File: config.mk
export PLATFORM = sky130hd
export DESIGN_NAME = lped_fifo
export DESIGN_NICKNAME = d
export VERILOG_FILES = /design/src/rtl/lped_pkg.sv /design/src/rtl/lped_fifo.sv
export SDC_FILE = /design/constraint.sdc
export NUM_CORES = 1
export LEC_CHECK = 0
export BUFFER_PORTS_ARGS = -buffer_cell sky130_fd_sc_hd__buf_2
export CAP_MARGIN = 20
export CELL_PAD_IN_SITES_DETAIL_PLACEMENT = 0
export CELL_PAD_IN_SITES_GLOBAL_PLACEMENT = 2
export CORE_MARGIN = 2
export CORE_UTILIZATION = 39
export CTS_BUF_LIST = sky130_fd_sc_hd__clkbuf_8 sky130_fd_sc_hd__clkbuf_16
export CTS_CLUSTER_SIZE = 12
export DETAILED_ROUTE_END_ITERATION = 6
export PLACE_DENSITY_LB_ADDON = 0.12
export SLEW_MARGIN = 15
export SYNTH_ARGS = -nofsm -noshare
export SYNTH_HDL_FRONTEND = slang
export SYNTH_SLANG_ARGS = --single-unit
export TNS_END_PERCENT = 5
File: constraint.sdc
create_clock -name clk -period 8.21 [get_ports clk]
set_input_delay 0.821 -clock clk [delete_from_list [all_inputs] [get_ports clk]]
set_output_delay 0.821 -clock clk [all_outputs]
set_load 0.03 [all_outputs]
File: src/rtl/lped_pkg.sv
// ----------------------------------------------------------------------------
// lped_pkg
// Shared types and constants for the length-prefixed entity deframer.
// ----------------------------------------------------------------------------
`default_nettype none
package lped_pkg;

	localparam int unsigned HEADER_BYTES = 6;
	localparam int unsigned RECORD_BYTES = 16;
	localparam int unsigned RECORD_START = 8;
	localparam int unsigned JOIN_MIN_BODY = 8;

	localparam logic REG_ENTITY_STATE_TYPE  = 1'b0;
	localparam logic REG_JOIN_RESPONSE_TYPE = 1'b1;

	localparam logic [3:0] KIND_UPDATED    = 4'd0;
	localparam logic [3:0] KIND_ADDED      = 4'd1;
	localparam logic [3:0] KIND_NOT_STORED = 4'd2;
	localparam logic [3:0] KIND_ENTITY_END = 4'd3;
	localparam logic [3:0] KIND_JOIN       = 4'd4;
	localparam logic [3:0] KIND_JOIN_SHORT = 4'd5;
	localparam logic [3:0] KIND_IGNORED    = 4'd6;
	localparam logic [3:0] KIND_SHORT_ERR  = 4'd7;
	localparam logic [3:0] KIND_LONG_ERR   = 4'd8;
	localparam logic [3:0] KIND_READ       = 4'd9;

	typedef enum logic [1:0] {
		OP_RESULT,
		OP_READ,
		OP_STORE
	} op_t;

	typedef struct packed {
		op_t         op;
		logic [3:0]  kind;
		logic [31:0] id;
		logic [31:0] x;
		logic [31:0] y;
		logic [31:0] z;
		logic [5:0]  slot;
		logic        fend;
	} cmd_t;

endpackage
`default_nettype wire

File: src/rtl/lped_fifo.sv
// ----------------------------------------------------------------------------
// lped_fifo
// Two-entry command queue between the byte parser and the table engine.
// ----------------------------------------------------------------------------
`default_nettype none
module lped_fifo (
	input  wire logic          clk,
	input  wire logic          arst_n,
	input  wire logic          push,
	input  wire lped_pkg::cmd_t push_cmd,
	output logic               full,
	input  wire logic          pop,
	output logic               empty,
	output lped_pkg::cmd_t     head
);
	import lped_pkg::*;

	cmd_t       mem_q [2];
	logic       wr_q;
	logic       rd_q;
	logic [1:0] cnt_q;

	assign full  = (cnt_q == 2'd2);
	assign empty = (cnt_q == 2'd0);
	assign head  = mem_q[rd_q];

	always_ff @(posedge clk or negedge arst_n) begin
		if (!arst_n) begin
			wr_q  <= 1'b0;
			rd_q  <= 1'b0;
			cnt_q <= 2'd0;
		end else begin
			if (push)
				wr_q <= ~wr_q;
			if (pop)
				rd_q <= ~rd_q;
			if (push && !pop)
				cnt_q <= cnt_q + 2'd1;
			else if (pop && !push)
				cnt_q <= cnt_q - 2'd1;
		end
	end

	always_ff @(posedge clk) begin
		if (push)
			mem_q[wr_q] <= push_cmd;
	end
endmodule
`default_nettype wire

==> results.toml, run 1 <==
[timing]
rsz0062_at_grt = "no"
period_needed_ns = 3.70
setup_viol = 0
hold_viol = 0
totalNegativeSetupSlack_ns = 0
timing.fmax_mhz = 270
fin_crit_sh_pct = 45.1
drv_slew = 0
tightest_slew_ns = 1.10
hold_slack_ns = 0.0845
fin_skew_ns = 0.00701
slew-limit-headroom_pct = 26.5

[power_and_ir_drop]
pwr-share-comb_pct = 35.1
swShare_pct = 34.0
p_clk_share_pct = 25.2
switching_power_mw = 1.76
p_int_mw = 3.41
leakage_nw = 5.35
finalPower_mw = 5.16
p_seq_share_pct = 39.6
powerDensity_nw_per_um2 = 383
vdd_drop_max_mv = 0.266

[route]
via_count = 5234
antenna_left = 0
avgRoutedWirePerCell_um = 18.6
viasPerCell = 4.63
drc = 0
routed_wirelength_um = 21000
first_pass_iters = 4
drt_iter0_markers = 288

[critical_path]
cp-end-kind = "output pin"
reg2reg_slack_ns = 5.57
critPathMaxStageDelay_ns = 0.81
startpoint_type = "register"
crit_path_cell_trace = "buf_4 > mux2_2 > buf_2"
cpMaxStageDelayCell = "buf_4"
r2r_start = "wr_q"
reg2reg_to = "mem_q[1][126]"
critPathBufInv = 2
critPathTopFamily = "buffers and inverters"
worstPathArrival_ns = 2.88
r2r_cells = 2
critPathKind = "reg -> out"
required_ns = 7.39
path_max_fanout = 65

[layout]
final_cells = 1130
fin_nets = 910
drive_above_1_share_pct = 60.8
synthToLayoutAreaGrowth_pct = 26.1
nFillCells = 2250
finalInstanceArea_um2 = 13500
multiInputGateArea_um2 = 1980
seqCellArea_um2 = 8570

[clock_network]
cts-root-buf = "clkbuf_16"
cts_hold_buf = 0
clkTransAtPathRegs_ns = 0.06
cts_tree = "built"
cts_setup_buffers = 0
clk_latency_ns = 0.53
clkSinkCount = 286
numCtsBuffers = 30
ctsLongestPathBuffers = 3
htreeDepth = 1
cts_resized = 0

[floorplan]
core-area_um2 = 27000
rows = 60
pin_count = 288
dieArea_um2 = 28700
start_util_pct = 39.6
chipHeight_um = 170
die_x_um = 170

[synth]
synth.avg_cell_area_um2 = 23.5
syn_nets = 601
yosys_register_bits = 286
synth_cells = 455
synth_area_um2 = 10700
ys_seq_area_share_pct = 80.2
synth_cell_types = 13
yosys_warnings = 0

[placed_design]
gp_congestion = 0.722
dp_cells = 1072
placed_cell_area_um2 = 12500
portBuffers = 287
place_hpwl_um = 13900

[run]
cap_violations = 0

[grt]
grt-ovfl-total = 0
first_global_vias = 5611
grt_pass1_wl_um = 30800
grt_antenna_before_repair = 5
grt_usage_pct = 13.9
grt_max_degree = 80

[min_path]
hold_class = "in -> async"

[status]
status = "completed"
synthesized netlist by cell type:
| cell type | instances | share of area (%) |
|---|---|---|
| edfxtp_1 | 282 | 79 |
| mux2_4 | 80 | 11 |
| mux2_2 | 61 | 6.4 |
| buf_6 | 10 | 1.1 |
| buf_2 | 6 | 0.28 |
| dfrtp_1 | 4 | 0.94 |
| xor2_1 | 4 | 0.33 |
| nor2_1 | 2 | 0.070 |
| nor2b_1 | 2 | 0.12 |
| and2_1 | 1 | 0.059 |
| ha_1 | 1 | 0.12 |
| inv_1 | 1 | 0.035 |
| xnor2_1 | 1 | 0.082 |
area by class of cell:
cell class,instances,area share (%)
antenna,1,0.0186
clock buffer,37,6.37
clock inverter,19,0.947
inverter,1,0.0279
multi-input combinational,152,14.7
sequential,286,63.6
tap,341,3.17
timing repair buffer,293,11.1
placed cells by master, fill, tap and decap left out:
master     count
buf_2        287
edfxtp_1     282
mux2_4        80
mux2_2        61
clkbuf_16     31
inv_1         15
clkbuf_8       6
buf_4          5
xor2_1         4
clkinv_2       3
dfrtp_1        3
nor2_1         2
bufinv_16      2
diode_2        1
and2_4         1
nor2b_1        1
nor2b_4        1
xnor2_1        1
ha_1           1
dfrtp_4        1
buf_16         1
power groups by stage:
stage | registers, mW | logic, mW | clock network [mW]
4_1_cts | 2.05 | 1.84 | 1.35
5_1_grt | 2.07 | 1.91 | 1.40
3_3_place_gp | 2.07 | 1.82 | 0
6_report | 2.05 | 1.81 | 1.30
2_1_floorplan | 2.07 | 1.43 | 0
3_5_place_dp | 2.08 | 1.84 | 0
flip-flops by register name (all words and copies together), names as in the netlist:
register	flops
rd_q	1
mem_q	282
wr_q	1
cnt_q	2
worst register-to-register path, stage by stage (launching register included):
cell and delay (ns):
dfrtp_1 0.42, and2_4 0.75, buf_4 0.96
cell families (layout without fill, tap and decap cells):
logic type | Yosys count | count (layout) | synth area share [%]
AND/OR/NAND/NOR | 5 | 5 | 0.246
buffers and inverters | 17 | 350 | 1.37
other | 0 | 1 | 0
adder cells (fa/ha/maj) | 1 | 1 | 0.117
XOR/XNOR | 5 | 5 | 0.410
flip-flops | 286 | 286 | 80.2
multiplexers | 141 | 141 | 17.7
metal layers:
metal | GRT usage [%] | routed length [um] | up-vias
met5 | 0 | 28 | -
met3 | 4.99 | 1900 | 31
li1 | - | - | 2431
met4 | 3.57 | 333 | 6
met1 | 16.6 | 8170 | 2580
met2 | 24.1 | 10600 | 186
worst max-delay path by stage:
stage | from | to | depth (start not counted)
detailed placement | push | mem_q[1][91] | 3
global placement | push | mem_q[1][128] | 3
finish | rd_q | head[19] | 3
global route | rd_q | head[19] | 3
CTS | rd_q | head[19] | 3
floorplan | push | mem_q[0][0] | 1
through the flow:
| step | util (%) | setup WS (ns) |
|---|---|---|
| after CTS | 49.9 | 4.47 |
| after global routing | 50.0 | 4.37 |
| after global placement | 46.2 | 5.05 |
| after detailed placement | 46.2 | 4.99 |
| after floorplan | - | 0.625 |
| final | 50.0 | 4.51 |
Note: power is estimated with default switching activity, not from simulation.
==> run 2, diff against run 1 <==
Settings changed: CORE_UTILIZATION 39 to 35.
Clock period 8.21 ns to 3.3 ns, I/O delays scaled along.
==> run 2 against run 1 <==
Utilization is 0.078 points higher; largest power group unchanged; register-to-register slack worse by 4.1 ns; total power is 150% higher; combinational power grew to 2.6 times the previous value; largest cell class unchanged; global-route usage is 0.72 points lower; clock power is 130% higher; cell count is 17% higher.
==> results.toml, run 2 (same netlist as run 1, synthesis figures left out) <==
[status]
status = "completed"

[placed_design]
dpl_worst_slack_ns = 1.09
place_hpwl_um = 14400
portBuffers = 287
placed_cell_area_um2 = 12700
gp_congestion = 0.710
dp_cells = 1127

[grt]
grt_max_degree = 89
grt_usage_pct = 13.2
first_global_vias = 6153
grt-ovfl-total = 0
grt_pass1_wl_um = 32800
grt_antenna_before_repair = 0

[layout]
drive_above_1_share_pct = 51.1
layout_commonest_cell = "buf_2"
final_cells = 1323
top_register = "mem_q"
largest_reg_flops = 282
synthToLayoutAreaGrowth_pct = 40.0
fin_nets = 1058
fin_util_pct = 50.1
layout_common_cells = "287 x buf_2, 282 x edfxtp_1, 143 x dlygate4sd3_1, 80 x mux2_4, 61 x mux2_2"
top_regs = "mem_q (282), cnt_q (2)"
n_antenna_cell = 0
finalInstanceArea_um2 = 15000

[floorplan]
die_x_um = 179
core-area_um2 = 29900
dieArea_um2 = 31900
rows = 63
start_util_pct = 35.8
chipHeight_um = 179
pin_count = 288

[power_and_ir_drop]
p_seq_share_pct = 40.0
switching_power_mw = 4.42
p_clk_share_pct = 22.9
swShare_pct = 34.6
finalPower_mw = 12.8
leakage_nw = 5.92
pwr-share-comb_pct = 37.0
vdd_drop_max_mv = 0.580
p_int_mw = 8.38
powerDensity_nw_per_um2 = 856

[clock_network]
cts_tree = "built"
htreeDepth = 1
numCtsBuffers = 30
cts-root-buf = "clkbuf_16"
clkSinkCount = 286
clkTransAtPathRegs_ns = 0.06
clk_latency_ns = 0.53
cts_setup_buffers = 0
cts_resized = 0
ctsLongestPathBuffers = 3

[timing]
setup_ws_ns = 0.596
timing.fmax_mhz = 370
period_needed_ns = 2.70
hold_viol = 0
hold_slack_ns = 0.0407
fin_skew_ns = 0.00667
drv_slew = 0
rsz0062_at_grt = "no"
totalNegativeSetupSlack_ns = 0
fin_crit_sh_pct = 81.9
tightest_slew_ns = 0.799
slew-limit-headroom_pct = 46.7
setup_viol = 0

[critical_path]
critPathKind = "reg -> out"
worstPathArrival_ns = 2.37
cp-end-kind = "output pin"
startpoint_type = "register"
path_max_fanout = 45
required_ns = 2.97

[min_path]
hold_class = "in -> reg"

[route]
drc = 0
drt_iter0_markers = 362
avgRoutedWirePerCell_um = 16.7
via_count = 5799
routed_wirelength_um = 22100
viasPerCell = 4.38
first_pass_iters = 4
antenna_left = 0

[run]
cap_violations = 0
run 2: cell types whose count changed in the layout (fill, tap and decap cells not counted), moves of 2 or more:
cell           previous run  this run
buf_12                    0         8
inv_1                    15        11
clkbuf_8                  6         0
buf_4                     5         3
clkinv_1                  0         8
dlygate4sd3_1             0       143
bufinv_16                 2         0
run 2: what timing repair did:
item,CTS,global route
endpoints found under the setup margin,0,0
endpoints found under the hold margin,287,0
hold buffers,143,0
run 2: path summary, 6_finish.rpt:
check	start	to	slack, ns	depth (start not counted)
setup / recovery	rd_q	head[74]	0.60	3
hold / removal	push	wr_q	0.04	2
setup reg to reg	wr_q	mem_q[0][90]	1.52	2
hold reg to reg	cnt_q[1]	cnt_q[1]	0.50	1
max in group asynchronous	arst_n	rd_q	3.03	2
min in group asynchronous	arst_n	rd_q	0.13	2
run 2: per-layer routing:
layer	wire, um	global-route usage, %	vias to the layer above
met5	0	0	-
met4	445	3.15	0
met3	2130	4.22	37
met2	10400	21.9	228
met1	9180	16.9	2807
li1	-	-	2727
run 2: cell type report:
cell class / instances / area (um2)
multi-input combinational: 152 / 1980
sequential: 286 / 8570
timing repair buffer: 441 / 3050
tap: 390 / 488
fill: 2535 / 14900
clock inverter: 22 / 87.6
inverter: 1 / 3.75
clock buffer: 31 / 776
run 2: critical path, stage by stage, from the launching register on:
cell and delay (ns):
dfrtp_4 0.96, buf_4 0.37, mux2_4 0.32, buf_2 0.18
run 2: power groups by stage:
stage	sequential [mW]	clock, mW	combinational [mW]
3_5_place_dp	5.22	0	4.69
6_report	5.12	2.94	4.74
4_1_cts	5.15	3.05	4.84
2_1_floorplan	5.08	0	3.57
3_3_place_gp	5.18	0	4.66
5_1_grt	5.20	3.19	5.02
