$ cat src/rtl/lped_pkg.sv
// ----------------------------------------------------------------------------
// lped_pkg
// Shared types and constants for the length-prefixed entity deframer.
// ----------------------------------------------------------------------------
`default_nettype none
package lped_pkg;

	localparam int unsigned HEADER_BYTES = 6;
	localparam int unsigned RECORD_BYTES = 16;
	localparam int unsigned RECORD_START = 8;
	localparam int unsigned JOIN_MIN_BODY = 8;

	localparam logic REG_ENTITY_STATE_TYPE  = 1'b0;
	localparam logic REG_JOIN_RESPONSE_TYPE = 1'b1;

	localparam logic [3:0] KIND_UPDATED    = 4'd0;
	localparam logic [3:0] KIND_ADDED      = 4'd1;
	localparam logic [3:0] KIND_NOT_STORED = 4'd2;
	localparam logic [3:0] KIND_ENTITY_END = 4'd3;
	localparam logic [3:0] KIND_JOIN       = 4'd4;
	localparam logic [3:0] KIND_JOIN_SHORT = 4'd5;
	localparam logic [3:0] KIND_IGNORED    = 4'd6;
	localparam logic [3:0] KIND_SHORT_ERR  = 4'd7;
	localparam logic [3:0] KIND_LONG_ERR   = 4'd8;
	localparam logic [3:0] KIND_READ       = 4'd9;

	typedef enum logic [1:0] {
		OP_RESULT,
		OP_READ,
		OP_STORE
	} op_t;

	typedef struct packed {
		op_t         op;
		logic [3:0]  kind;
		logic [31:0] id;
		logic [31:0] x;
		logic [31:0] y;
		logic [31:0] z;
		logic [5:0]  slot;
		logic        fend;
	} cmd_t;

endpackage
`default_nettype wire

$ cat src/rtl/lped_front.sv
// ----------------------------------------------------------------------------
// lped_front
// Byte parser: tracks the frame header, assembles records and join ids,
// and issues one command per result-bearing transaction.
// ----------------------------------------------------------------------------
`default_nettype none
module lped_front #(
	parameter int MAX_ENTITIES   = 64,
	parameter int RECV_BUF_BYTES = 4096
) (
	input  wire logic          clk,
	input  wire logic          arst_n,
	input  wire logic          accept,
	input  wire logic          action,
	input  wire logic [7:0]    rx_byte,
	input  wire logic [5:0]    read_index,
	input  wire logic          cfg_we,
	input  wire logic          cfg_index,
	input  wire logic [15:0]   cfg_data,
	output logic               push,
	output lped_pkg::cmd_t     push_cmd
);
	import lped_pkg::*;

	localparam int PW = $clog2(RECV_BUF_BYTES + 1);

	logic [15:0]   ent_type_q;
	logic [15:0]   join_type_q;
	logic [PW-1:0] pos_q;
	logic [31:0]   len_q;
	logic [15:0]   type_q;
	logic [15:0]   rcount_q;
	logic [31:0]   rw_q [4];
	logic [31:0]   local_id_q;

	logic [PW-1:0] pos_n;
	logic [31:0]   len_n;
	logic [15:0]   type_n;
	logic [15:0]   rcount_n;
	logic [31:0]   rw_n [4];
	logic [31:0]   local_id_n;
	logic [PW-1:0] pos_inc;
	logic [PW-1:0] b;
	logic [PW-1:0] rel;
	logic [3:0]    wi;
	logic [PW-5:0] ri;
	logic          have;
	logic          last;
	logic          body_ok;

	always_comb begin
		pos_n      = pos_q;
		len_n      = len_q;
		type_n     = type_q;
		rcount_n   = rcount_q;
		rw_n       = rw_q;
		local_id_n = local_id_q;
		push       = 1'b0;
		push_cmd   = '0;
		pos_inc    = pos_q + PW'(1);
		b          = pos_q - PW'(HEADER_BYTES);
		rel        = b - PW'(RECORD_START);
		wi         = rel[3:0];
		ri         = rel[PW-1:4];
		have       = 1'b0;
		last       = (32'(pos_inc) >= len_q);
		body_ok    = 1'b1;
		if (action) begin
			push          = accept;
			push_cmd.op   = OP_READ;
			push_cmd.kind = KIND_READ;
			push_cmd.slot = read_index;
		end else if (pos_q < PW'(4)) begin
			len_n = {((pos_q == '0) ? 24'd0 : len_q[23:0]), rx_byte};
			pos_n = pos_inc;
		end else begin
			if (pos_q < PW'(HEADER_BYTES))
				type_n = {type_q[7:0], rx_byte};
			if (pos_q == PW'(4)) begin
				pos_n   = pos_inc;
				body_ok = 1'b0;
			end else if (pos_q == PW'(HEADER_BYTES - 1) && len_q < 32'(HEADER_BYTES)) begin
				pos_n         = '0;
				body_ok       = 1'b0;
				push          = accept;
				push_cmd.op   = OP_RESULT;
				push_cmd.kind = KIND_SHORT_ERR;
			end else if (pos_q == PW'(HEADER_BYTES - 1) &&
					len_q > 32'(RECV_BUF_BYTES)) begin
				pos_n         = '0;
				body_ok       = 1'b0;
				push          = accept;
				push_cmd.op   = OP_RESULT;
				push_cmd.kind = KIND_LONG_ERR;
			end else if (pos_q >= PW'(HEADER_BYTES)) begin
				if (b == PW'(0))
					rcount_n = {rx_byte, 8'd0};
				else if (b == PW'(1))
					rcount_n = {rcount_q[15:8], rx_byte};
				if (type_q == join_type_q && b >= PW'(4) && b < PW'(8))
					rw_n[1] = {rw_q[1][23:0], rx_byte};
				if (type_q == ent_type_q && b >= PW'(RECORD_START)) begin
					if (wi == 4'd0) begin
						rw_n[1] = '0;
						rw_n[2] = '0;
						rw_n[3] = '0;
					end
					if (wi < 4'd4)
						rw_n[0] = {((wi == 4'd0) ? 24'd0 : rw_q[0][23:0]), rx_byte};
					else
						rw_n[wi[3:2]][8*wi[1:0] +: 8] = rx_byte;
					have = (wi == 4'd15) && (32'(ri) < 32'(rcount_q)) &&
						(32'(ri) < 32'(MAX_ENTITIES));
				end
			end
			if (body_ok) begin
				pos_n         = last ? '0 : pos_inc;
				push_cmd.id   = rw_n[0];
				push_cmd.x    = rw_n[1];
				push_cmd.y    = rw_n[2];
				push_cmd.z    = rw_n[3];
				push_cmd.fend = last;
				push_cmd.op   = have ? OP_STORE : OP_RESULT;
				push          = accept && (have || last);
				if (last && !have) begin
					push_cmd = '0;
					push_cmd.op   = OP_RESULT;
					push_cmd.fend = 1'b1;
					if (type_n == ent_type_q && len_q >= 32'(HEADER_BYTES + 2))
						push_cmd.kind = KIND_ENTITY_END;
					else if (type_n == join_type_q) begin
						if (len_q >= 32'(HEADER_BYTES + JOIN_MIN_BODY)) begin
							push_cmd.kind = KIND_JOIN;
							push_cmd.id   = rw_n[1];
							local_id_n    = rw_n[1];
						end else
							push_cmd.kind = KIND_JOIN_SHORT;
					end else
						push_cmd.kind = KIND_IGNORED;
				end
			end
		end
	end

	always_ff @(posedge clk or negedge arst_n) begin
		if (!arst_n) begin
			ent_type_q  <= 16'd0;
			join_type_q <= 16'd1;
			pos_q       <= '0;
			len_q       <= '0;
			type_q      <= '0;
			rcount_q    <= '0;
			rw_q        <= '{default: '0};
			local_id_q  <= '0;
		end else begin
			if (cfg_we) begin
				case (cfg_index)
					REG_ENTITY_STATE_TYPE:  ent_type_q  <= cfg_data;
					REG_JOIN_RESPONSE_TYPE: join_type_q <= cfg_data;
					default: ;
				endcase
			end
			if (accept) begin
				pos_q      <= pos_n;
				len_q      <= len_n;
				type_q     <= type_n;
				rcount_q   <= rcount_n;
				rw_q       <= rw_n;
				local_id_q <= local_id_n;
			end
		end
	end
endmodule
`default_nettype wire

$ cat config.mk
export PLATFORM = sky130hd
export DESIGN_NAME = lped_front
export DESIGN_NICKNAME = d
export VERILOG_FILES = /design/src/rtl/lped_pkg.sv /design/src/rtl/lped_front.sv
export SDC_FILE = /design/constraint.sdc
export NUM_CORES = 1
export LEC_CHECK = 0
export BUFFER_PORTS_ARGS = -buffer_cell sky130_fd_sc_hd__buf_2
export CAP_MARGIN = 0
export CORE_MARGIN = 1.5
export CORE_UTILIZATION = 50
export CTS_CLUSTER_DIAMETER = 150
export DETAILED_ROUTE_END_ITERATION = 10
export GPL_ROUTABILITY_DRIVEN = 0
export PLACE_DENSITY = 0.76
export SLEW_MARGIN = 20
export SYNTH_ARGS = -nofsm -noshare
export SYNTH_HDL_FRONTEND = slang
export SYNTH_SLANG_ARGS = --single-unit
$ cat constraint.sdc
create_clock -name clk -period 10.84 [get_ports clk]
set_clock_uncertainty 0.05 [all_clocks]
set_input_delay 1.626 -clock clk [delete_from_list [all_inputs] [get_ports clk]]
set_output_delay 1.626 -clock clk [all_outputs]
set_load 0.005 [all_outputs]
==> results of run 1 <==
## synth_stat cells, drive strengths merged, types with 6 or more instances
library cell | instances | area [sq um]
or3 | 10 | 67.56
clkbuf | 89 | 334.1
nand3 | 87 | 440.4
mux2i | 7 | 70.07
and3 | 13 | 81.33
xor2 | 36 | 315.3
a21o | 7 | 60.05
nand2 | 376 | 1411
o31ai | 16 | 120.1
o22ai | 38 | 337.8
nand4 | 12 | 75.07
a21oi | 119 | 618.1
xnor2 | 42 | 367.9
a32o | 9 | 90.09
o21ai | 172 | 860.8
nor3b | 31 | 232.7
ha | 30 | 375.4
mux2 | 55 | 619.3
nor2 | 89 | 344.1
dfrtp | 236 | 5906
nor2b | 10 | 62.56
nor3 | 23 | 126.4
o21a | 19 | 146.4
inv | 49 | 183.9
or4 | 6 | 52.55
a22oi | 17 | 127.6
nor4 | 19 | 131.4
nand2b | 19 | 118.9
and2 | 12 | 75.07
buf | 39 | 255.3
## worst max-delay path, delay by kind of cell, from the launching register on
kind	cells	cell delay, ns
compound gates	5	1.24
xor+xnor	2	0.39
fa+ha+maj	3	1.35
buf+inv	5	1.24
flops	1	0.75
simple gates	3	0.58
## power groups by stage
stage | Clock [mW] | Sequential [mW] | Combinational, mW
after CTS | 0.883 | 1.15 | 1.64
final | 0.872 | 1.16 | 1.67
after global routing | 0.913 | 1.17 | 1.83
after floorplan | 0 | 1.08 | 1.33
after detailed placement | 0 | 1.17 | 1.63
after global placement | 0 | 1.16 | 1.56
## through the flow
| stage | hold slack, ns | instance area [sq um] | utilization (%) | setup WS [ns] |
|---|---|---|---|---|
| 2_1_floorplan | 0.3997 | 14600 | - | 5.264 |
| 6_report | 0.4256 | 16450 | 57.32 | 3.011 |
| 5_1_grt | 0.4434 | 16450 | 57.32 | 2.602 |
| 3_5_place_dp | 0.4199 | 15590 | 54.30 | 3.711 |
| 4_1_cts | 0.4333 | 16420 | 57.21 | 3.132 |
| 3_3_place_gp | 0.4116 | 15560 | 54.21 | 3.814 |
## worst paths after layout
path                                 endpoint  slack [ns]
worst max register to register       pos_q[0]        5.67
max in group asynchronous            rw_q[98]        7.67
worst min register to register       rw_q[21]        0.43
worst max-delay path              push_cmd[8]        3.01
min in group asynchronous       ent_type_q[9]        1.03
worst min-delay path                 rw_q[21]        0.43
## metal layers
metal	share of wire (%)	routed length, microns	track usage (%)	up-vias
met5	0	0	0	-
met2	46	19600	44.07	640
met4	3.3	1383	9.734	0
met3	7.3	3098	3.740	111
li1	-	-	-	6306
met1	43	18230	38.41	6505
## final cells by class
cell class	count	area (sq um)	share of cell area, %
clock buffer	33	705.7	4.289
clock inverter	13	130.1	0.7909
inverter	50	187.7	1.141
multi-input combinational	1337	7938	48.25
sequential	237	5932	36.06
tap	384	480.5	2.920
timing repair buffer	196	1079	6.556
## cells by family (layout without fill, tap and decap cells)
family,count (synthesis),count (layout),share of synthesized area [%]
buffers and inverters,178,292,5.320
adders and majority gates,30,30,2.570
DFF,237,237,40.62
and+or+nand+nor,724,724,23.05
xor gates and xnor gates,78,78,4.678
muxes,62,62,4.721
AOI/OAI and AO/OA,443,443,19.05
## sequential cells by signal, indices dropped and copies added (netlist names)
| signal | count |
|---|---|
| rw_q | 128 |
| rcount_q | 16 |
| pos_q | 13 |
| ent_type_q | 16 |
| type_q | 16 |
| join_type_q | 16 |
| len_q | 32 |
==> flow_summary.toml, run 1 <==
[final_layout]
layout-drive-gt1-share_pct = 18.70
area.growth.synth_to_final_pct = 12.65
finish.net_count = 1913
antenna_cell_count = 0
layout_commonest_cell = "nand2_1"
layoutNonFillerInstCount = 2250
number_of_filler_cells_placed_in_the_layout = 2594
leading_cell_types_in_the_layout_fill_and_taps_excluded = "nand2_1 (376), dfrtp_1 (236), buf_2 (176), o21ai_0 (135), a21oi_1 (113)"

[routing]
route.detailed.vias_per_inst = 6.028
dr_drc_count = 0
route.vias.total = 13562
final_antenna_net_count = 0
drt_wl_total_microns = 42320
detailedRoute.firstIterationViolations = 1193
drt_first_pass_iters = 8
routed_wire_length_per_instance_microns = 18.81

[clocking]
cts-resized-gates = 0
max-clock-path-buffers = 3
cts-htree-levels = 1
clk-insertion-delay-late_ns = 0.54
ctsHoldBuffers = 0
clock_sinks = 237
cts_post_setup_buffers_inserted = 0
tritoncts.num_buffers = 25
ctsRootBufferMaster = "clkbuf_16"
cts_tree = "built"
clk_pin_slew_worst_paths_ns = 0.06

[critical_path]
critPathSlowestCell = "ha_1"
timing.critical_path.from_type = "flip-flop"
path_common_cell = "ha_1"
r2r_cells = 14
required_time_of_the_critical_path_ns = 9.16
critical_path.reg2reg.startpoint = "pos_q[2]"
path_max_fanout = 79
crit_chain = "ha_1 > xnor2_1 > buf_4 > clkinv_1 > ha_1 > o31ai_1 > nor2_1 > xor2_1 > ha_1 > a2111oi_0 > a22oi_1 > nor3_1 > nand4bb_1 > a21o_4 > buf_4 > buf_16 > a21oi_1 > buf_2"
max_stage_delay_ns = 0.83
crit_type = "reg2out"
worst_setup_path_end_kind = "output port"
arrival_time_at_the_worst_endpoint_ns = 6.15
startpoint = "pos_q[2]"

[floorplanning]
die_height_microns = 173.9
initial_utilization_pct = 50.88
die_area_sq_mm = 0.03024
placementRows = 62
core_area_sq_mm = 0.02870
die-width_microns = 173.9
ioPinCount = 178

[power_and_ir_drop]
cellLeakagePower_nw = 7.094
power_frac_clock_pct = 23.6
power_frac_seq_pct = 31.3
totalPowerFinal_mw = 3.701
power.share.switching_pct = 43.62
power-per-cell-area_mw_per_mm2 = 225.0
combPwrFrac_pct = 45.2
power_switching_mw = 1.615
worst_ir_drop_vdd_v = 0.0002080
power.internal_mw = 2.087

[flow_run]
cap_violations = 0

[yosys]
synth_edf_count = 0
ys_seq_area_share_pct = 40.62
avgSynthCellArea_sq_um = 8.336
ys_seq_elements = 237
synth-warning-count = 0
syn-instance-count = 1752
synth_fp_nets = 1818
synthArstFlopShare_pct = 100.0
post_synth_instance_area_sq_mm = 0.01460
synthFlopType = "dfrtp_1"
synthDistinctLibCells = 79

[global_routing]
grt_pass1_vias = 12661
grt_overflow = 0
grt_first_pass_wirelength_microns = 67700
antenna_found_initial = 0
grt_start_max_net_pins = 86
grtUsageTotal_pct = 27.54

[worst_hold_path]
worstHoldPathType = "reg2reg"
worst_min_delay_path_startpoint = "rw_q[21]"
min_path_cells = 2

[timing]
maxSlewViolCount = 0
hold_viol = 0
slew_headroom_pct = 33.65
fmax_mhz = 127.7
final-setup-viol-count = 0
totalNegativeSetupSlack_ns = 0
min_clock_period_post_route_ns = 7.829
rsz0062_at_grt = "false"
finalCritPeriodShare_pct = 72.22
pin_slew_with_the_least_headroom_to_its_limit_ns = 0.9952

[placed_design]
detailedPlacementHpwl_microns = 29530
numPlacedInstances = 2203
port_buffers = 177

[status]
status = "finished, final reports clean"
Note: power is estimated with default switching activity, not from simulation.
==> inputs of run 2 (changes only) <==
ABC_AREA = 1   (was default)
clock period = 7.6 ns   (was 10.84 ns; I/O delays follow)
==> flow_summary.toml, run 2 <==
[final_layout]
finish.net_count = 2677
layout_top_registers = "rw_q: 128 flops, len_q: 32 flops"
layout_commonest_cell = "nand2_1"
flip_flop_count_of_the_largest_register_all_copies_and_words_added = 128
final_area_sq_mm = 0.01837
antenna_cell_count = 0
layout-drive-gt1-share_pct = 11.66
leading_cell_types_in_the_layout_fill_and_taps_excluded = "nand2_1 (792), o21ai_0 (302), inv_1 (265), nor2_1 (245), dfrtp_1 (236)"
utilization_pct = 56.62
area.growth.synth_to_final_pct = 11.83
regMostFlops = "rw_q"
layoutNonFillerInstCount = 3075

[yosys]
synthFlopType = "dfrtp_1"
synthDominantAreaCellType = "dfrtp_1"
yosys-top-cells-count = "nand2_1 (792), o21ai_0 (302), inv_1 (265), nor2_1 (247), dfrtp_1 (236)"
synth_area_leaders = "dfrtp_1 (36%), nand2_1 (18%), o21ai_0 (9.2%), inv_1 (6.1%), nor2_1 (5.6%)"
ys_seq_elements = 237
synthDistinctLibCells = 50
syn-instance-count = 2513
synthArstFlopShare_pct = 100.0
post_synth_instance_area_sq_mm = 0.01643
synth_edf_count = 0
yosysTopAreaCellShare_pct = 35.94
synth-warning-count = 0
ys_seq_area_share_pct = 36.10
avgSynthCellArea_sq_um = 6.538
yosysMostFrequentCell = "nand2_1"
synth_fp_nets = 2579

[power_and_ir_drop]
combPwrFrac_pct = 38.2
power.internal_mw = 2.892
worst_ir_drop_vdd_v = 0.0002070
power.share.switching_pct = 42.76
power_frac_clock_pct = 27.8
power-per-cell-area_mw_per_mm2 = 275.0
power_switching_mw = 2.160
power_frac_seq_pct = 34.0
cellLeakagePower_nw = 9.285

[timing]
pin_slew_with_the_least_headroom_to_its_limit_ns = 1.049
slew_headroom_pct = 29.84
setup_ws_post_layout_ns = 0.8337
maxSlewViolCount = 0
fmax_mhz = 147.8
final-setup-viol-count = 0
hold_viol = 0
rsz0062_at_grt = "false"
finalCritPeriodShare_pct = 89.03
min_clock_period_post_route_ns = 6.766
totalNegativeSetupSlack_ns = 0

[routing]
drt_first_pass_iters = 9
final_antenna_net_count = 0
drt_wl_total_microns = 50340
route.detailed.vias_per_inst = 5.648
dr_drc_count = 0
route.vias.total = 17368
routed_wire_length_per_instance_microns = 16.37
detailedRoute.firstIterationViolations = 1997

[clocking]
clock_sinks = 237
cts-resized-gates = 0
cts-htree-levels = 1
cts_tree = "built"
cts_post_setup_buffers_inserted = 0
ctsHoldBuffers = 0
tritoncts.num_buffers = 29
max-clock-path-buffers = 3
clk_pin_slew_worst_paths_ns = 0.06
clk-insertion-delay-late_ns = 0.57
ctsRootBufferMaster = "clkbuf_16"

[global_routing]
grt.met3_usage_pct = 4.189
antenna_found_initial = 1
grt_pass1_vias = 15608
grtUsageTotal_pct = 29.51
grt_first_pass_wirelength_microns = 80560
globalRouteMet2Util_pct = 45.42
grtUsageMet1_pct = 41.37
grt_start_max_net_pins = 183
grt_overflow = 0
gr-max-usage-layer = "met2"

[critical_path]
arrival_time_at_the_worst_endpoint_ns = 5.58
required_time_of_the_critical_path_ns = 6.41
timing.critical_path.from_type = "flip-flop"
ff2ff_setup_slack_ns = 2.62
path_max_fanout = 59
crit_type = "reg2out"
worst_setup_path_end_kind = "output port"

[placed_design]
numPlacedInstances = 3021
detailedPlacementHpwl_microns = 36320
placed_cell_area_sq_mm = 0.01739
place_worst_setup_slack_ns = 1.528
port_buffers = 177

[status]
status = "finished, final reports clean"

[floorplanning]
ioPinCount = 178
die-width_microns = 184.3
core_area_sq_mm = 0.03245
initial_utilization_pct = 50.63
die_height_microns = 184.3
die_area_sq_mm = 0.03396
placementRows = 66

[worst_hold_path]
worstHoldPathType = "reg2reg"

[flow_run]
cap_violations = 0
-- run 2: power by group through the flow --
stage	Combinational, mW	Clock, mW	Sequential (mW)
floorplan	1.38	0	1.66
global placement	1.83	0	1.72
detailed placement	1.88	0	1.73
CTS	1.89	1.42	1.71
global route	2.17	1.47	1.75
finish	1.93	1.40	1.72
-- run 2: routing by layer --
| layer | up-vias | share of wire, % |
|---|---|---|
| met5 | - | 0.024 |
| met4 | 2 | 4.4 |
| met3 | 156 | 8.5 |
| met2 | 868 | 44 |
| met1 | 8063 | 43 |
| li1 | 8279 | - |
-- run 2: final cells by class --
type                       instances  area (sq um)
clock buffer                      39         813.3
clock inverter                    14         146.4
fill                            3076         14080
inverter                         277          1045
multi-input combinational       1875          8838
sequential                       237          5932
tap                              442         553.0
timing repair buffer             191          1046
-- run 2: cell families after synthesis --
family / share of synthesized area (%)
AND/OR/NAND/NOR: 33.67
AO/OA/AOI/OAI: 16.01
buffers and inverters: 10.23
flip-flops: 36.10
XOR/XNOR: 1.706
adder cells (fa/ha/maj): 2.284
-- run 2: path summary, 6_finish.rpt --
path	from	end	cells past startpoint
hold reg to reg	rw_q[123]	rw_q[123]	2
setup reg to reg	pos_q[0]	rw_q[111]	14
hold / removal	rw_q[123]	rw_q[123]	2
setup / recovery	pos_q[1]	push_cmd[42]	22
max in group asynchronous	arst_n	pos_q[7]	3
min in group asynchronous	arst_n	len_q[29]	1
-- run 2: per-stage QoR --
step,power [mW],hold WS [ns]
floorplan,3.047,0.3957
global placement,3.551,0.4096
CTS,5.019,0.4317
finish,5.052,0.4302
global route,5.386,0.4466
detailed placement,3.609,0.4149
-- run 2: worst max-delay path, cell delays in order (launching register included) --
cell,delay (ns)
dfrtp_1,0.45
ha_1,0.27
inv_1,0.16
nand2_2,0.12
nor2_4,0.60
nand2_4,0.10
nand2_4,0.13
nor2_4,0.05
nand2_1,0.07
nand2_1,0.04
nand2_1,0.07
inv_1,0.05
ha_1,0.28
nand2_1,0.07
o21a_1,0.19
a21boi_0,0.11
nand3b_1,0.22
nand3_4,0.15
nand3_2,0.55
nand2_4,0.78
buf_12,0.28
nor2_1,0.07
buf_2,0.13
==> inputs of run 3 (changes only) <==
clock period = 8.44 ns   (was 7.6 ns; I/O delays follow)
==> flow_summary.toml, run 3 (synthesized netlist as in run 2, its figures left out) <==
[final_layout]
area.growth.synth_to_final_pct = 11.34
layout-drive-gt1-share_pct = 11.46
leading_cell_types_in_the_layout_fill_and_taps_excluded = "nand2_1 (792), o21ai_0 (302), inv_1 (265), nor2_1 (245), dfrtp_1 (236)"
layoutNonFillerInstCount = 3069
flip_flop_count_of_the_largest_register_all_copies_and_words_added = 128
finish.net_count = 2675
regMostFlops = "rw_q"
number_of_filler_cells_placed_in_the_layout = 3122
layout_top_registers = "rw_q: 128 flops, len_q: 32 flops"
layout_commonest_cell = "nand2_1"

[routing]
route.detailed.vias_per_inst = 5.621
detailedRoute.firstIterationViolations = 1880
drt_wl_total_microns = 50560
route.vias.total = 17251
drt_first_pass_iters = 7
final_antenna_net_count = 0
routed_wire_length_per_instance_microns = 16.48
dr_drc_count = 0

[global_routing]
grt_start_max_net_pins = 138
grt_first_pass_wirelength_microns = 80570
grt_overflow = 0
grt_pass1_vias = 15708
grtUsageTotal_pct = 29.54
antenna_found_initial = 2

[floorplanning]
die_area_sq_mm = 0.03396
placementRows = 66
ioPinCount = 178
initial_utilization_pct = 50.63
die-width_microns = 184.3
die_height_microns = 184.3
core_area_sq_mm = 0.03245

[clocking]
max-clock-path-buffers = 3
cts_post_setup_buffers_inserted = 0
clk_pin_slew_worst_paths_ns = 0.06
cts-htree-levels = 1
clk-insertion-delay-late_ns = 0.55
ctsRootBufferMaster = "clkbuf_16"
ctsHoldBuffers = 0
cts-resized-gates = 0
clock_sinks = 237
tritoncts.num_buffers = 29
cts_tree = "built"

[timing]
hold_viol = 0
slew_headroom_pct = 27.00
maxSlewViolCount = 0
rsz0062_at_grt = "false"
totalNegativeSetupSlack_ns = 0
min_clock_period_post_route_ns = 7.029
pin_slew_with_the_least_headroom_to_its_limit_ns = 1.095
finalCritPeriodShare_pct = 83.28
fmax_mhz = 142.3
final-setup-viol-count = 0

[worst_hold_path]
hold_end = "rw_q[122]"
worstHoldPathType = "reg2reg"
min_path_cells = 2
worst_min_delay_path_startpoint = "rw_q[122]"

[critical_path]
path_buf_inv = 4
crit_chain = "ha_1 > inv_1 > nand2_2 > nor2_4 > nand2_4 > nand2_4 > nor2_4 > nand2_1 > nand2_1 > nand2_1 > inv_1 > ha_1 > nand2_1 > o21a_1 > a21boi_0 > nand3b_1 > nand3_4 > nand3_2 > nand2_4 > buf_4 > nor2_1 > buf_2"
crit_type = "reg2out"
critical_path.reg2reg.startpoint = "pos_q[0]"
critPathSlowestCell = "nand2_4"
timing.critical_path.from_type = "flip-flop"
ff2ff_setup_slack_ns = 3.83
required_time_of_the_critical_path_ns = 7.12
path_max_fanout = 64
startpoint = "pos_q[1]"
worst_setup_path_end_kind = "output port"
path_common_cell = "nand2_1"
timing.critical_path.max_delay_family = "simple AND/OR/NAND/NOR gates"
regToRegEndpoint = "rw_q[39]"
arrival_time_at_the_worst_endpoint_ns = 5.71
r2r_cells = 11
max_stage_delay_ns = 0.76

[power_and_ir_drop]
power.internal_mw = 2.602
power_switching_mw = 1.918
cellLeakagePower_nw = 9.248
power_frac_seq_pct = 34.2
power.share.switching_pct = 42.44
power_frac_clock_pct = 27.3
power-per-cell-area_mw_per_mm2 = 247.1
combPwrFrac_pct = 38.4
worst_ir_drop_vdd_v = 0.0001838

[flow_run]
cap_violations = 0

[status]
status = "finished, final reports clean"

[placed_design]
port_buffers = 177
detailedPlacementHpwl_microns = 36280
numPlacedInstances = 3020
run 3: how the worst max path moves through the flow:
stage / end / cells past startpoint / slack (ns)
6_report: push_cmd[45] / 22 / 1.41
4_1_cts: push_cmd[45] / 22 / 1.47
3_3_place_gp: push_cmd[41] / 22 / 2.24
5_1_grt: push_cmd[39] / 19 / 1.06
3_5_place_dp: push_cmd[45] / 22 / 2.06
2_1_floorplan: push_cmd[106] / 19 / 3.90
run 3: area by class of cell:
type,count,area (sq um),share of cell area [%]
flip-flops and latches,237,5932,32.43
multi-input cells,1875,8838,48.31
inverters,277,1045,5.711
well taps,442,553.0,3.023
clock inverters,8,96.34,0.5266
clock buffers,40,837.1,4.576
diodes,1,2.502,0.01368
repair buffers,189,989.7,5.410
run 3: power groups by stage:
stage	sequential (mW)	combinational [mW]	clock [mW]
after floorplan	1.50	1.25	0
after global placement	1.55	1.64	0
after detailed placement	1.56	1.68	0
after CTS	1.54	1.70	1.25
after global routing	1.57	1.95	1.29
final	1.55	1.74	1.24
run 3: per-stage QoR:
step | total power, mW | hold WS, ns | util [%] | worst slack [ns] | instance area (sq um)
2_1_floorplan | 2.744 | 0.3957 | - | 3.900 | 16430
6_report | 4.521 | 0.4332 | 56.37 | 1.411 | 18290
3_3_place_gp | 3.190 | 0.4105 | 53.47 | 2.239 | 17350
3_5_place_dp | 3.242 | 0.4197 | 53.47 | 2.063 | 17350
4_1_cts | 4.489 | 0.4329 | 56.35 | 1.472 | 18290
5_1_grt | 4.817 | 0.4556 | 56.36 | 1.055 | 18290
run 3: metal layers:
layer  vias up  wire, microns  GRT usage (%)
met5         -              9              0
met4         2           2169          12.52
met3       176           4579          5.453
met2       858          22340          46.24
met1      7944          21460          40.10
li1       8271              -              -
run 3: worst reg2reg max path: cells and delay by family, from the launching register on:
family	cells	cell delay, ns
compound gates	3	0.70
fa+ha+maj	1	0.48
flops	1	0.71
buf+inv	3	1.23
simple gates	4	1.30
